## src/rtl/core/dbe_pkg.sv

```systemverilog
`timescale 1ns / 1ps
package dbe_pkg;

    localparam int MAX_DEGREE_DEF = 15;
    localparam int DEG_N          = 16;   // entries of the per-degree tables (4-bit index)

    localparam logic signed [63:0] FRAC_ONE = 64'sh0000_0000_4000_0000;
    localparam logic signed [63:0] SAT_POS  = 64'sh7FFF_FFFF_FFFF_FFFF;
    localparam logic signed [64:0] SUM_MAX  = 65'sh0_7FFF_FFFF_FFFF_FFFF;
    localparam logic signed [64:0] SUM_MIN  = -65'sh0_7FFF_FFFF_FFFF_FFFF;

    // work item handed from the front to the back
    typedef struct packed {
        logic signed [63:0] u;
        logic signed [63:0] s;
        logic signed [31:0] y;
        logic        [3:0]  p;
        logic        [3:0]  q;
    } t_job;

    typedef struct packed {
        logic start;
        logic signed [63:0] a;
        logic signed [63:0] b;
    } t_mul_req;

    typedef struct packed {
        logic done;
        logic signed [63:0] prod;
    } t_mul_rsp;

    typedef enum logic [3:0] {
        ST_IDLE, ST_V, ST_L1, ST_L2, ST_L3, ST_L4, ST_JI,
        ST_J1, ST_J2, ST_J3, ST_F1, ST_F2, ST_OUT
    } t_state;

    // saturating sum to +-(2^63 - 1)
    function automatic logic signed [63:0] sat_add(input logic signed [63:0] a,
                                                   input logic signed [63:0] b);
        logic signed [64:0] sum;
        sum = {a[63], a} + {b[63], b};
        if (sum > SUM_MAX) return SAT_POS;
        else if (sum < SUM_MIN) return -SAT_POS;
        else return sum[63:0];
    endfunction

    function automatic logic signed [63:0] sat_sub(input logic signed [63:0] a,
                                                   input logic signed [63:0] b);
        return sat_add(a, -b);
    endfunction

    // sqrt((2p+1)(p+q+1)/2) in Q.30, from a rounded integer root in Q.24
    function automatic logic [63:0] weight(input int p, input int q);
        logic [63:0] nn;
        logic [63:0] rem;
        logic [63:0] r;
        logic [63:0] b;
        nn  = 64'((2 * p + 1) * (p + q + 1)) << 47;
        rem = nn;
        r   = '0;
        for (int i = 0; i < 32; i++) begin
            b = 64'd1 << (62 - 2 * i);
            if (rem >= r + b) begin
                rem = rem - (r + b);
                r   = (r >> 1) + b;
            end else begin
                r = r >> 1;
            end
        end
        if (nn - r * r > r) r = r + 64'd1;
        return r << 6;
    endfunction

endpackage

```

## src/rtl/core/dbe_in_if.sv

```systemverilog
`timescale 1ns / 1ps
interface dbe_in_if;
    logic               valid;
    logic               ready;
    logic signed [31:0] x_coord;
    logic signed [31:0] y_coord;
    logic        [3:0]  p_degree;
    logic        [3:0]  q_degree;

    modport source (output valid, x_coord, y_coord, p_degree, q_degree, input ready);
    modport sink   (input valid, x_coord, y_coord, p_degree, q_degree, output ready);
endinterface

```

## src/rtl/core/dbe_front.sv

```systemverilog
`timescale 1ns / 1ps
module dbe_front #(
    parameter int MAX_DEGREE = dbe_pkg::MAX_DEGREE_DEF
) (
    dbe_in_if.sink          i_in,
    input  logic            i_q_full,
    output logic            o_push,
    output dbe_pkg::t_job   o_job
);
    logic signed [33:0] w_d;
    logic signed [63:0] w_s;
    logic signed [63:0] w_xp;

    assign i_in.ready = !i_q_full;
    assign o_push     = i_in.valid && !i_q_full;

    always_comb begin
        // s = floor((1 - y) / 2) in raw units
        w_d  = 34'sh0_4000_0000 - {{2{i_in.y_coord[31]}}, i_in.y_coord};
        w_s  = $signed({{30{w_d[33]}}, w_d}) >>> 1;
        w_xp = dbe_pkg::FRAC_ONE + {{32{i_in.x_coord[31]}}, i_in.x_coord};
        o_job.s = w_s;
        o_job.y = i_in.y_coord;
        // top vertex: eta1 forced to -1
        if (i_in.y_coord < 32'sh4000_0000) o_job.u = dbe_pkg::sat_sub(w_xp, w_s);
        else o_job.u = -w_s;
        if (32'(i_in.p_degree) > MAX_DEGREE) o_job.p = 4'(MAX_DEGREE);
        else o_job.p = i_in.p_degree;
        if (32'(i_in.q_degree) > MAX_DEGREE) o_job.q = 4'(MAX_DEGREE);
        else o_job.q = i_in.q_degree;
    end
endmodule

```

## src/flat_wrapper.sv

```systemverilog
// flat-port wrapper written by rule: the top's interface ports become plain ports
module dbe_front_flat 
#(
    parameter int MAX_DEGREE = dbe_pkg::MAX_DEGREE_DEF
)
  (i_q_full, o_push, o_job, i_in_valid, i_in_x_coord, i_in_y_coord, i_in_p_degree, i_in_q_degree, i_in_ready);
  dbe_in_if i_in_i ();
  input  logic i_q_full;
  output logic o_push;
  output dbe_pkg::t_job o_job;
  input wire logic [$bits(i_in_i.valid)-1:0] i_in_valid;
  input wire logic [$bits(i_in_i.x_coord)-1:0] i_in_x_coord;
  input wire logic [$bits(i_in_i.y_coord)-1:0] i_in_y_coord;
  input wire logic [$bits(i_in_i.p_degree)-1:0] i_in_p_degree;
  input wire logic [$bits(i_in_i.q_degree)-1:0] i_in_q_degree;
  output wire logic [$bits(i_in_i.ready)-1:0] i_in_ready;
  assign i_in_i.valid = i_in_valid;
  assign i_in_i.x_coord = i_in_x_coord;
  assign i_in_i.y_coord = i_in_y_coord;
  assign i_in_i.p_degree = i_in_p_degree;
  assign i_in_i.q_degree = i_in_q_degree;
  assign i_in_ready = i_in_i.ready;
  dbe_front #(.MAX_DEGREE(MAX_DEGREE)) u_core (.i_in(i_in_i), .i_q_full(i_q_full), .o_push(o_push), .o_job(o_job));
endmodule
```

## config.mk

```make
export PLATFORM = sky130hd
export DESIGN_NAME = dbe_front_flat
export DESIGN_NICKNAME = d
export VERILOG_FILES = /design/src/rtl/core/dbe_pkg.sv /design/src/rtl/core/dbe_in_if.sv /design/src/rtl/core/dbe_front.sv /design/src/flat_wrapper.sv
export SDC_FILE = /design/constraint.sdc
export NUM_CORES = 1
export LEC_CHECK = 0
export CORE_UTILIZATION = 45
export DETAILED_ROUTE_END_ITERATION = 8
export DONT_BUFFER_PORTS = 1
export SYNTH_ARGS = -nofsm -noshare
export SYNTH_HDL_FRONTEND = slang
export SYNTH_SLANG_ARGS = --single-unit
```

## constraint.sdc

```tcl
create_clock -name vclk -period 19.2
set_input_delay 0.96 -clock vclk [all_inputs]
set_output_delay 0.96 -clock vclk [all_outputs]
set_load 0.05 [all_outputs]
```

==> metrics.md <==
| Metric | Value |
|---|---|
| Status | `finished, final reports clean` |
| RSZ-0062 raised after global routing | `false` |
| I/O Pins | `244` |
| Fin cells | `1,497` |
| Antenna Nets Post-Route | `0` |
| Global-route wire length before repair | `51,300 um` |
| Drt first pass iters | `5` |
| # Post-CTS Setup Buffers | `0` |
| CP Capture Type | `output port` |
| Cell count after placement | `1,497` |
| Antenna violations before repair | `0` |
| Util after Layout | `45.6%` |
| Seq Cell Count | `0` |
| Die Ht | `141 um` |
| Sequential fraction of the synthesis area | `0%` |
| Crit Path Class | `input pin to output port` |
| Number of fill cells | `2,023` |
| Worst-path fanout max | `9` |
| Yosys synthesis warning count | `0` |
| Seq. cell area | `0 um2` |
| Peak supply drop | `0.0580 mV` |
| Mean area per synthesized cell | `6.44 um2` |
| Ant. Diodes | `0` |
| Maxcap violations | `0` |
| Post-synthesis instance total | `1,352` |
| Clock Buffer Count | `0` |
| Setup TNS | `0 ps` |
| Min cycle time layout | `10,520 ps` |
| Layout net count | `1,444` |
| Initial cell density of the core | `46.2%` |
| Yosys cell types | `80` |
| Hold Fails Final Rpt | `0` |
| Die X | `141 um` |
| Buffers on Ports | `0` |
| Core Area | `18,800 um2` |
| Vias in the first global route | `8,997` |
| Fin area | `8580 um2` |
| Placed inst area | `8580 um2` |
| PD cells | `79.2 nW/um2` |
| CP arrival | `9560 ps` |
| Syn Std Cell Area | `8710 um2` |
| FMAX | `95.0 MHz` |
| Post-CTS resize count | `0` |
| Total power | `0.680 mW` |
| Routed vias | `9,814` |
| Worst endpoint required time | `18,240 ps` |
| Congestion Overflow GR | `0` |
| Iteration-0 DRC Markers | `913` |
| Hold Path Class | `input pin to output port` |
| Hold path startpoint | `i_in_q_degree[1]` |
| LEAKAGE | `3.39 nW` |
| # hold bufs at CTS | `0` |
| Hold EP | `o_job[1]` |
| Die area | `19,900 um2` |
| Row cnt | `50` |
| Share of cells above drive strength 1 | `7.03%` |
| DP HPWL | `28,600 um` |
| WL final | `34,000 um` |
| Largest net degree at the start of global routing | `44` |
| Area growth syn-to-layout | `-1.42%` |
| Crit path launch | `i_in_y_coord[5]` |
| Area taken by multi-input logic gates | `7800 um2` |
| Via density | `6.56` |
| Worst slew margin | `12.4%` |
| Final Max Slew Viols | `0` |
| Syn nets | `1,557` |
| Wire per inst | `22.7 um` |
| Routability Congestion | `1.03` |
| Worst setup SP type | `input pin` |
| Period utilisation layout | `54.8%` |
| # DRC | `0` |
| Hold path cells | `0` |
| Setup violations, final | `0` |
| GRT Total Usage | `33.0%` |
| Worst slew pin tran | `1310 ps` |
==> synth_stat cells (5+ instances only) <==
cell type  count  area, um2
a211oi_1      10       75.1
a21boi_0      10       75.1
a21o_1        18        135
a21oi_1      154        771
a221oi_1       9       78.8
a22oi_1        5       37.5
a31oi_1       18        113
and2_1        10       62.6
buf_2          6       30.0
buf_4         73        548
clkbuf_1      67        251
ha_1         130       1630
inv_1         46        173
nand2_1      139        522
nand2b_1      11       68.8
nand3_1       50        250
nand4_1       34        213
nor2_1       117        439
nor2b_1        8       50.1
nor3_1        37        185
nor3b_1        6       45.0
nor4_1        18        113
o2111ai_1      8       70.1
o211a_1        7       70.1
o211ai_1      13       97.6
o21ai_0       96        480
o21ai_1        7       35.0
o21bai_1       7       52.6
o31ai_1       23        173
or2_2          7       43.8
or3_1         17        106
or4_1          9       67.6
xnor2_1       66        578
xor2_1        35        307
==> worst max-delay path by stage <==
stage / depth (start not counted) / end
floorplan: 27 / o_job[104]
global placement: 22 / o_job[104]
detailed placement: 22 / o_job[104]
CTS: 22 / o_job[104]
global route: 24 / o_job[127]
finish: 22 / o_job[104]
==> cells by family after synthesis <==
logic type | count (synthesis) | share of synthesized area (%)
buffers and inverters | 197 | 11.9
adders and majority gates | 131 | 18.9
AOI/OAI and AO/OA | 422 | 29.9
xor gates and xnor gates | 101 | 10.2
muxes | 6 | 0.733
and+or+nand+nor | 495 | 28.4
==> metal layers <==
metal,track usage [%],vias up,wire length (um)
met5,0,-,0
li1,-,4679,-
met2,55.0,554,15300
met4,14.8,0,1770
met3,6.01,84,3250
met1,41.1,4497,13600
==> where the power goes <==
group | switching, mW | internal, mW
clock | 0 | 0
combinational | 0.521 | 0.159
sequential | 0 | 0
==> worst max-delay path: stages <==
cell      delay, ps
nor4_1          540
nand2_1         410
nor2_2          360
nand3b_1        170
xor2_1          370
or4b_1          760
nor4b_4         480
nand2_1         120
xnor2_1         480
ha_1            340
ha_1            420
a41oi_1         250
o21ai_0         170
a221oi_1        650
a21oi_1         190
nor3_1          580
o21ai_0         340
a221oi_1        380
xnor2_1         160
nand3b_1        190
o311a_1         350
a311oi_2        880
==> stage by stage <==
step / worst slack (ps) / hold slack (ps)
2_1_floorplan: 9630 / 2090
3_3_place_gp: 8950 / 1920
3_5_place_dp: 8860 / 1920
4_1_cts: 8840 / 1920
5_1_grt: 8350 / 1920
6_report: 8680 / 1920
==> cell type report <==
type | instances | area share, %
multi-input combinational | 1155 | 90.9
timing repair buffer | 36 | 3.34
tap | 260 | 3.79
inverter | 46 | 2.01
==> cell usage in the layout (no fill, tap or decap), types with 35 or more instances in the layout <==
cell | Yosys | routed
o21ai_0 | 96 | 82
inv_1 | 46 | 46
a21oi_1 | 154 | 154
xnor2_1 | 66 | 62
nor2_1 | 117 | 114
xor2_1 | 35 | 35
ha_1 | 130 | 130
nand3_1 | 50 | 50
nand2_1 | 139 | 139
nor3_1 | 37 | 36
Power figures use the tool's default switching activity.
