===== config.mk =====
export PLATFORM = sky130hd
export DESIGN_NAME = dbe_queue
export DESIGN_NICKNAME = d
export VERILOG_FILES = /design/src/rtl/core/dbe_pkg.sv /design/src/rtl/core/dbe_queue.sv
export SDC_FILE = /design/constraint.sdc
export NUM_CORES = 1
export LEC_CHECK = 0
export BUFFER_PORTS_ARGS = -buffer_cell sky130_fd_sc_hd__buf_2
export CORE_MARGIN = 2
export CORE_UTILIZATION = 52
export CTS_CLUSTER_SIZE = 24
export DETAILED_ROUTE_END_ITERATION = 8
export HOLD_SLACK_MARGIN = 0.15
export PLACE_DENSITY_LB_ADDON = 0.25
export SLEW_MARGIN = 10
export SYNTH_ARGS = -nofsm -noshare
export SYNTH_HDL_FRONTEND = slang
export SYNTH_SLANG_ARGS = --single-unit

===== constraint.sdc =====
create_clock -name i_clk -period 9.7 [get_ports i_clk]
set_input_delay 0.97 -clock i_clk [delete_from_list [all_inputs] [get_ports i_clk]]
set_output_delay 0.97 -clock i_clk [all_outputs]
set_load 0.01 [all_outputs]

===== src/rtl/core/dbe_pkg.sv =====
`timescale 1ns / 1ps
package dbe_pkg;

    localparam int MAX_DEGREE_DEF = 15;
    localparam int DEG_N          = 16;   // entries of the per-degree tables (4-bit index)

    localparam logic signed [63:0] FRAC_ONE = 64'sh0000_0000_4000_0000;
    localparam logic signed [63:0] SAT_POS  = 64'sh7FFF_FFFF_FFFF_FFFF;
    localparam logic signed [64:0] SUM_MAX  = 65'sh0_7FFF_FFFF_FFFF_FFFF;
    localparam logic signed [64:0] SUM_MIN  = -65'sh0_7FFF_FFFF_FFFF_FFFF;

    // work item handed from the front to the back
    typedef struct packed {
        logic signed [63:0] u;
        logic signed [63:0] s;
        logic signed [31:0] y;
        logic        [3:0]  p;
        logic        [3:0]  q;
    } t_job;

    typedef struct packed {
        logic start;
        logic signed [63:0] a;
        logic signed [63:0] b;
    } t_mul_req;

    typedef struct packed {
        logic done;
        logic signed [63:0] prod;
    } t_mul_rsp;

    typedef enum logic [3:0] {
        ST_IDLE, ST_V, ST_L1, ST_L2, ST_L3, ST_L4, ST_JI,
        ST_J1, ST_J2, ST_J3, ST_F1, ST_F2, ST_OUT
    } t_state;

    // saturating sum to +-(2^63 - 1)
    function automatic logic signed [63:0] sat_add(input logic signed [63:0] a,
                                                   input logic signed [63:0] b);
        logic signed [64:0] sum;
        sum = {a[63], a} + {b[63], b};
        if (sum > SUM_MAX) return SAT_POS;
        else if (sum < SUM_MIN) return -SAT_POS;
        else return sum[63:0];
    endfunction

    function automatic logic signed [63:0] sat_sub(input logic signed [63:0] a,
                                                   input logic signed [63:0] b);
        return sat_add(a, -b);
    endfunction

    // sqrt((2p+1)(p+q+1)/2) in Q.30, from a rounded integer root in Q.24
    function automatic logic [63:0] weight(input int p, input int q);
        logic [63:0] nn;
        logic [63:0] rem;
        logic [63:0] r;
        logic [63:0] b;
        nn  = 64'((2 * p + 1) * (p + q + 1)) << 47;
        rem = nn;
        r   = '0;
        for (int i = 0; i < 32; i++) begin
            b = 64'd1 << (62 - 2 * i);
            if (rem >= r + b) begin
                rem = rem - (r + b);
                r   = (r >> 1) + b;
            end else begin
                r = r >> 1;
            end
        end
        if (nn - r * r > r) r = r + 64'd1;
        return r << 6;
    endfunction

endpackage


===== src/rtl/core/dbe_queue.sv =====
`timescale 1ns / 1ps
module dbe_queue (
    input  logic          i_clk,
    input  logic          i_rst_n,
    input  logic          i_push,
    input  dbe_pkg::t_job i_job,
    input  logic          i_pop,
    output logic          o_full,
    output logic          o_valid,
    output dbe_pkg::t_job o_job
);
    dbe_pkg::t_job r_mem [2];
    logic          r_wp;
    logic          r_rp;
    logic [1:0]    r_count;

    assign o_full  = (r_count == 2'd2);
    assign o_valid = (r_count != 2'd0);
    assign o_job   = r_mem[r_rp];

    always_ff @(posedge i_clk) begin
        if (i_push) r_mem[r_wp] <= i_job;
    end

    always_ff @(posedge i_clk) begin
        if (!i_rst_n) begin
            r_wp    <= 1'b0;
            r_rp    <= 1'b0;
            r_count <= 2'd0;
        end else begin
            if (i_push) r_wp <= !r_wp;
            if (i_pop) r_rp <= !r_rp;
            r_count <= r_count + 2'(i_push) - 2'(i_pop);
        end
    end

    a_count_max: assert property (@(posedge i_clk) disable iff (!i_rst_n)
        r_count != 2'd3) else $error("queue count out of range");
    a_no_underflow: assert property (@(posedge i_clk) disable iff (!i_rst_n)
        i_pop |-> r_count != 2'd0) else $error("pop from empty queue");
    a_no_overflow: assert property (@(posedge i_clk) disable iff (!i_rst_n)
        i_push |-> r_count != 2'd2) else $error("push into full queue");
endmodule


==> reports/metrics.yaml, run 1 <==
clockBufferDepth: 3
period_needed_ps: 3883
synthesis.area_mm2: 0.01278
vias: 6266
relSlewSlack: 0.2850
synth_nets: 718
synth_cells: 544
endpoint_kind: "primary output"
worst_clock_skew_ps: 11.49
worstReg2RegStart: "r_wp$_SDFFE_PN0P_"
ios: 342
antenna_found_initial: 7
grt_overflow_total: 0
critPathBufInv: 2
fp-row-count: 57
multi_input_area_mm2: 0.002401
area_delta_synth_final_pct: 24.26
ant_nets: 0
drive_above_1_share: 0.6066
clkSinkCount: 341
grt_usage: 0.1764
port-buffer-count: 341
dieArea_mm2: 0.02584
crit_slowest_cell: "buf_4"
die_width_um: 160.8
initialDrtViolationCount: 276
status: "finished clean"
cp_cell_sequence: "buf_4, mux2_2, buf_2"
slew_violations: 0
nFillCells: 1686
whs_ps: 608.6
p_leak_uw: 0.006195
cts_tree: "done"
reg2reg_to: "r_mem[0][68]$_DFFE_PP_"
insertion_delay_ps: 490
drt_wl_total_um: 23600
grt_pass1_wl_um: 34690
startpoint_type: "flip-flop"
place_congestion: 0.7915
start_util: 0.5269
cp.arrival_ps: 2910
ys_types: 14
dr.pass1.iters: 4
worstHoldStart: "r_rp$_SDFFE_PN0P_"
tightest_slew_ps: 1072
power.density_mw_per_mm2: 211.1
path_max_fanout: 63
cts_resized: 0
dp_hpwl_um: 15620
yosys_warnings: 0
hold_class: "reg -> reg"
clk_pin_slew_ps: 60
tns_ps: 0
r2r_cells: 2
cap_violations: 0
cts_made_buffers: 35
critPathMaxStageDelay_ps: 900
grt_pass1_vias: 6592
p_seq_frac: 0.518
die-height_um: 160.8
hold_viol: 0
irDropWorstVdd_v: 0.0001614
worstSetupPathType: "reg -> out"
core_mm2: 0.02425
comb_power_share: 0.105
avgSynthCellArea_um2: 23.49
h-tree-depth: 2
drc: 0
clkPwrFrac: 0.377
holdPathStages: 2
root_buffer: "clkbuf_16"
finalPower_uw: 3351
power.internal_uw: 2656
hold_buffers: 0
layout.nets: 1083
crit_required_ps: 8730
rsz0062_at_grt: "no"
cts_setup_buffers: 0
critPathTopFamily: "buffers and inverters"
reg2reg_slack_ps: 7160
via_per_inst: 4.965
final-seq-area_mm2: 0.01019
post-route-period-util: 0.4003
switching_share: 0.2074
fmax_ghz: 0.2575
wire_per_inst_um: 18.70
switchingPower_uw: 695.0
ys_seq_area_frac: 0.7975
grt_max_degree: 79
ys_ff_latch: 341
finalSetupViolCount: 0
## stage by stage
stage	utilization	area, um^2	setup WS (ps)	cells
final	0.6547	15880	5817	1262
after global routing	0.6545	15870	5634	1260
after CTS	0.6542	15860	5724	1257
after detailed placement	0.6087	14760	6246	1196
after global placement	0.6087	14760	6262	1196
after floorplan	-	12780	724.4	544
## cell families (layout without fill, tap and decap cells)
group,after synthesis,count (layout),synth area share
AOI/OAI and AO/OA,1,1,0.0005878
xor gates and xnor gates,2,2,0.002448
and+or+nand+nor,9,9,0.004406
DFF,341,341,0.7975
buffers and inverters,21,410,0.01537
muxes,168,168,0.1777
other,0,5,0
adders and majority gates,2,2,0.001958
## area by class of cell
class                           count  area share
Clock buffer                       47     0.06257
Sequential cell                   341      0.6420
Tap cell                          324     0.02553
Inverter                            2   0.0004728
Timing Repair Buffer              347      0.1103
Multi-Input combinational cell    182      0.1512
Clock inverter                     14    0.007014
Antenna cell                        5   0.0007881
## Yosys cell counts (all sizes together)
cell | count | area [um^2]
nor2b | 4 | 25.02
inv | 2 | 7.510
o21a | 1 | 7.510
or2 | 1 | 6.260
dfxtp | 5 | 100.1
edfxtp | 336 | 10090
ha | 2 | 25.02
xor2 | 1 | 8.760
and2 | 4 | 25.02
xnor3 | 1 | 22.52
mux2 | 168 | 2271
buf | 19 | 188.9
## metal layers
layer	global-route usage	wire length, um
met1	0.1986	8760
met2	0.3025	11910
met3	0.06457	2159
met4	0.07873	746
met5	0	23
## layout by cell type, fill, tap and decap left out
cell / synthesis / final
clkbuf_1: 0 / 7
xnor3_1: 1 / 1
dfxtp_1: 5 / 4
clkinv_1: 0 / 7
inv_1: 2 / 2
nor2b_4: 0 / 1
xor2_1: 1 / 1
clkbuf_8: 0 / 3
bufinv_16: 0 / 2
clkinv_2: 0 / 5
o21a_1: 1 / 1
dfxtp_4: 0 / 1
mux2_4: 101 / 101
and2_1: 4 / 3
and2_4: 0 / 1
clkbuf_16: 0 / 37
ha_1: 2 / 2
diode_2: 0 / 5
or2_2: 1 / 1
buf_2: 4 / 341
nor2b_1: 4 / 3
edfxtp_1: 336 / 336
buf_4: 0 / 6
mux2_2: 67 / 67
## power groups by stage
stage | clock [uW] | combinational, uW | sequential (uW)
floorplan | 0 | 229 | 1760
global placement | 0 | 353 | 1760
detailed placement | 0 | 356 | 1770
CTS | 1300 | 358 | 1740
global route | 1350 | 380 | 1740
finish | 1260 | 352 | 1740
## flip-flops by register name (all words and copies together) (netlist names), named ones only
| register | count |
|---|---|
| r_mem | 336 |
| r_count | 2 |
| r_rp | 1 |
| r_wp | 1 |
## worst max path at each step
stage	cells past startpoint	slack [ps]	to
3_3_place_gp	3	6260	o_job[147]
2_1_floorplan	1	720	r_mem[0][0]$_DFFE_PP_
6_report	3	5820	o_job[149]
3_5_place_dp	3	6250	o_job[149]
5_1_grt	3	5630	o_job[149]
4_1_cts	3	5720	o_job[149]
## worst reg2reg max path: cells and delay by family (launching register included)
| family | cells | cell delay, ps |
|---|---|---|
| buffers and inverters | 1 | 900 |
| and+or+nand+nor | 1 | 790 |
| DFF | 1 | 340 |
(Power assumes the default switching activity.)
==> inputs of run 2 (changes only) <==
--- a/config.mk
+++ b/config.mk
@@ -5,6 +5,7 @@
 export SDC_FILE = /design/constraint.sdc
 export NUM_CORES = 1
 export LEC_CHECK = 0
+export ABC_AREA = 1
 export BUFFER_PORTS_ARGS = -buffer_cell sky130_fd_sc_hd__buf_2
 export CORE_MARGIN = 2
 export CORE_UTILIZATION = 52
==> constraint.sdc (replaced) <==
create_clock -name i_clk -period 3.9 [get_ports i_clk]
set_input_delay 0.39 -clock i_clk [delete_from_list [all_inputs] [get_ports i_clk]]
set_output_delay 0.39 -clock i_clk [all_outputs]
set_load 0.01 [all_outputs]
==> reports/metrics.yaml, run 2 <==
status: "finished clean"  # unchanged
post-route-period-util: 0.7125
synthesis.area_mm2: 0.01277  # was 0.01278 mm^2
grt_usage: 0.2025  # was 0.1764
insertion_delay_ps: 490  # about the same
holdPathStages: 3  # was 2
start_util: 0.5268  # was 0.5269
avgSynthCellArea_um2: 22.98  # was 23.49 um^2
synth_cells: 556  # was 544
top_regs: "r_mem: 336 flops, r_count: 2 flops"  # unchanged
synthMuxAreaShare: 0.1778  # was 0.1777
dp_hpwl_um: 15550  # was 15620 um
cap_violations: 0  # unchanged
synth_xor_area_frac: 0  # was 0.002448
via_per_inst: 4.938  # was 4.965
synth_fa_ha_area_frac: 0.001959  # was 0.001958
clockBufferDepth: 3  # unchanged
fmax_ghz: 0.3599
cts_setup_buffers: 0  # unchanged
area_delta_synth_final_pct: 38.14  # was 24.26%
place_congestion: 0.7596  # was 0.7915
grt_pass1_wl_um: 40440  # was 34690 um
drt_wl_total_um: 26680  # was 23600 um
ios: 342  # unchanged
root_buffer: "clkbuf_16"  # unchanged
dominantRegCellSynth: "edfxtp_1"  # unchanged
r2r_cells: 3  # was 2
die-height_um: 160.7  # was 160.8 um
h-tree-depth: 2  # unchanged
wire_per_inst_um: 18.53  # was 18.70 um
worstSetupPathType: "reg -> out"  # unchanged
hold_class: "in -> reg"  # was reg -> reg
yosysTopAreaCell: "edfxtp_1"  # unchanged
use_met3: 0.06741  # was 0.06457
met2_usage: 0.3554  # was 0.3025
core_mm2: 0.02425  # unchanged
insertedDiodeCount: 0  # was 5
fp-row-count: 57  # unchanged
synthArstFlopShare: 0  # unchanged
hold_viol: 0  # unchanged
grt_overflow_total: 0  # unchanged
initialDrtViolationCount: 352  # was 276
slew_violations: 0  # unchanged
cp.arrival_ps: 2390  # was 2910 ps
synth_compound_area_frac: 0.0003918  # was 0.0005875
crit_required_ps: 3510  # was 8730 ps
tns_ps: 0  # unchanged
grt_max_degree: 169  # was 79
rsz0062_at_grt: "no"  # unchanged
layoutNonFillerInstCount: 1440  # was 1262
yosys_warnings: 0  # unchanged
synth.top_cell.area_share: 0.7898  # was 0.7897
regMostFlops: "r_mem"  # unchanged
cts_tree: "done"  # unchanged
grt_pass1_vias: 7556  # was 6592
layout.nets: 1266  # was 1083
final_common_cell: "buf_2"  # unchanged
synth.most_common_cell: "edfxtp_1"  # unchanged
clk_pin_slew_ps: 50  # was 60 ps
grt.busiest_layer: "met2"  # unchanged
dp.cells: 1209  # was 1196
dr.pass1.iters: 4  # unchanged
final_cell_mix: "buf_2, edfxtp_1, dlygate4sd3_1"  # was buf_2, edfxtp_1, mux2_4
ant_nets: 0  # unchanged
ys_seq_area_frac: 0.7976  # was 0.7975
synth_nets: 730  # was 718
clkSinkCount: 341  # unchanged
synth_common_cells: "edfxtp_1, mux2_4, mux2_2, buf_6, nand2_1"  # was edfxtp_1, mux2_4, mux2_2, buf_6, dfxtp_1
drive_above_1_share: 0.5081  # was 0.6066
ys_types: 12  # was 14
finalSetupViolCount: 0  # unchanged
port-buffer-count: 341  # unchanged
endpoint_kind: "primary output"  # unchanged
drc: 0  # unchanged
largest_reg_flops: 336  # unchanged
period_needed_ps: 2779
startpoint_type: "flip-flop"  # unchanged
grtUsageMet1: 0.2369  # was 0.1986
nFillCells: 1473  # was 1686
path_max_fanout: 50  # was 63
worst_clock_skew_ps: 11.49  # about the same
tightest_slew_ps: 960.0  # was 1072 ps
irDropWorstVdd_v: 0.0004069  # was 0.0001614 V
die_width_um: 160.7  # was 160.8 um
ys_ff_latch: 341  # unchanged
antenna_found_initial: 1  # was 7
p_leak_uw: 0.006947  # was 0.006195 uW
power.density_mw_per_mm2: 479.4  # was 211.1 mW/mm^2
cts_made_buffers: 36  # was 35
synth_edf_count: 336  # unchanged
relSlewSlack: 0.3600  # was 0.2850
dieArea_mm2: 0.02584  # about the same
synth_area_leaders: "edfxtp_1, mux2_4, mux2_2"  # unchanged
synth_top_family_by_area: "multiplexers"  # unchanged
synthSimpleGateAreaFrac: 0.005387  # was 0.004407
vias: 7111  # was 6266
[run 2: power breakdown]
part / total (uW) / switching [uW] / internal, uW
registers: 4320 / 67.2 / 4250
logic: 944 / 435 / 509
clock network: 3200 / 1280 / 1920
[run 2: layout make-up]
cell class                      count  area [um^2]  area share
Sequential cell                   341        10190      0.5776
Timing Repair Buffer              517         3526      0.1998
Multi-Input combinational cell    189         2377      0.1347
Clock buffer                       49         1001     0.05672
Tap cell                          324        405.4     0.02297
Clock inverter                     13        113.9    0.006452
Inverter                            7        30.03    0.001702
[run 2: metal layers]
metal / vias up / part of all wire
met5: - / 0.00060
li1: 3270 / -
met3: 52 / 0.086
met1: 3488 / 0.38
met4: 2 / 0.026
met2: 299 / 0.51
[run 2: logic make-up after synthesis]
kind of cell | Yosys count
muxes | 168
adders and majority gates | 2
buffers and inverters | 26
DFF | 341
and+or+nand+nor | 18
AOI/OAI and AO/OA | 1
[run 2: repair_timing]
item | 4_1_cts | 5_1_grt
hold buffers | 169 | 0
resized for setup | 0 | 0
endpoints found under the hold margin | 338 | 0
[run 2: path summary, 6_finish.rpt]
check	start	to	slack (ps)
hold reg to reg	r_rp$_SDFFE_PN0P_	r_rp$_SDFFE_PN0P_	500
setup reg to reg	r_wp$_SDFFE_PN0P_	r_mem[1][84]$_DFFE_PP_	2090
setup / recovery	flip-flop	o_job[66]	1120
hold / removal	i_pop	r_rp$_SDFFE_PN0P_	180
[run 2: critical path, cell delays in order (launching register included)]
cell	delay, ps
dfxtp_4	870
buf_4	460
mux2_4	340
buf_2	140
[run 2: through the flow]
stage	setup slack, ps	power (uW)	util	area (um^2)	hold WS (ps)
finish	1121	8459	0.7278	17650	176.9
global route	1017	8745	0.7278	17650	181.4
CTS	1085	8525	0.7278	17650	152.5
detailed placement	1624	5192	0.6120	14840	490.5
global placement	1645	5170	0.6120	14840	471.9
floorplan	520.1	4857	-	12790	463.5
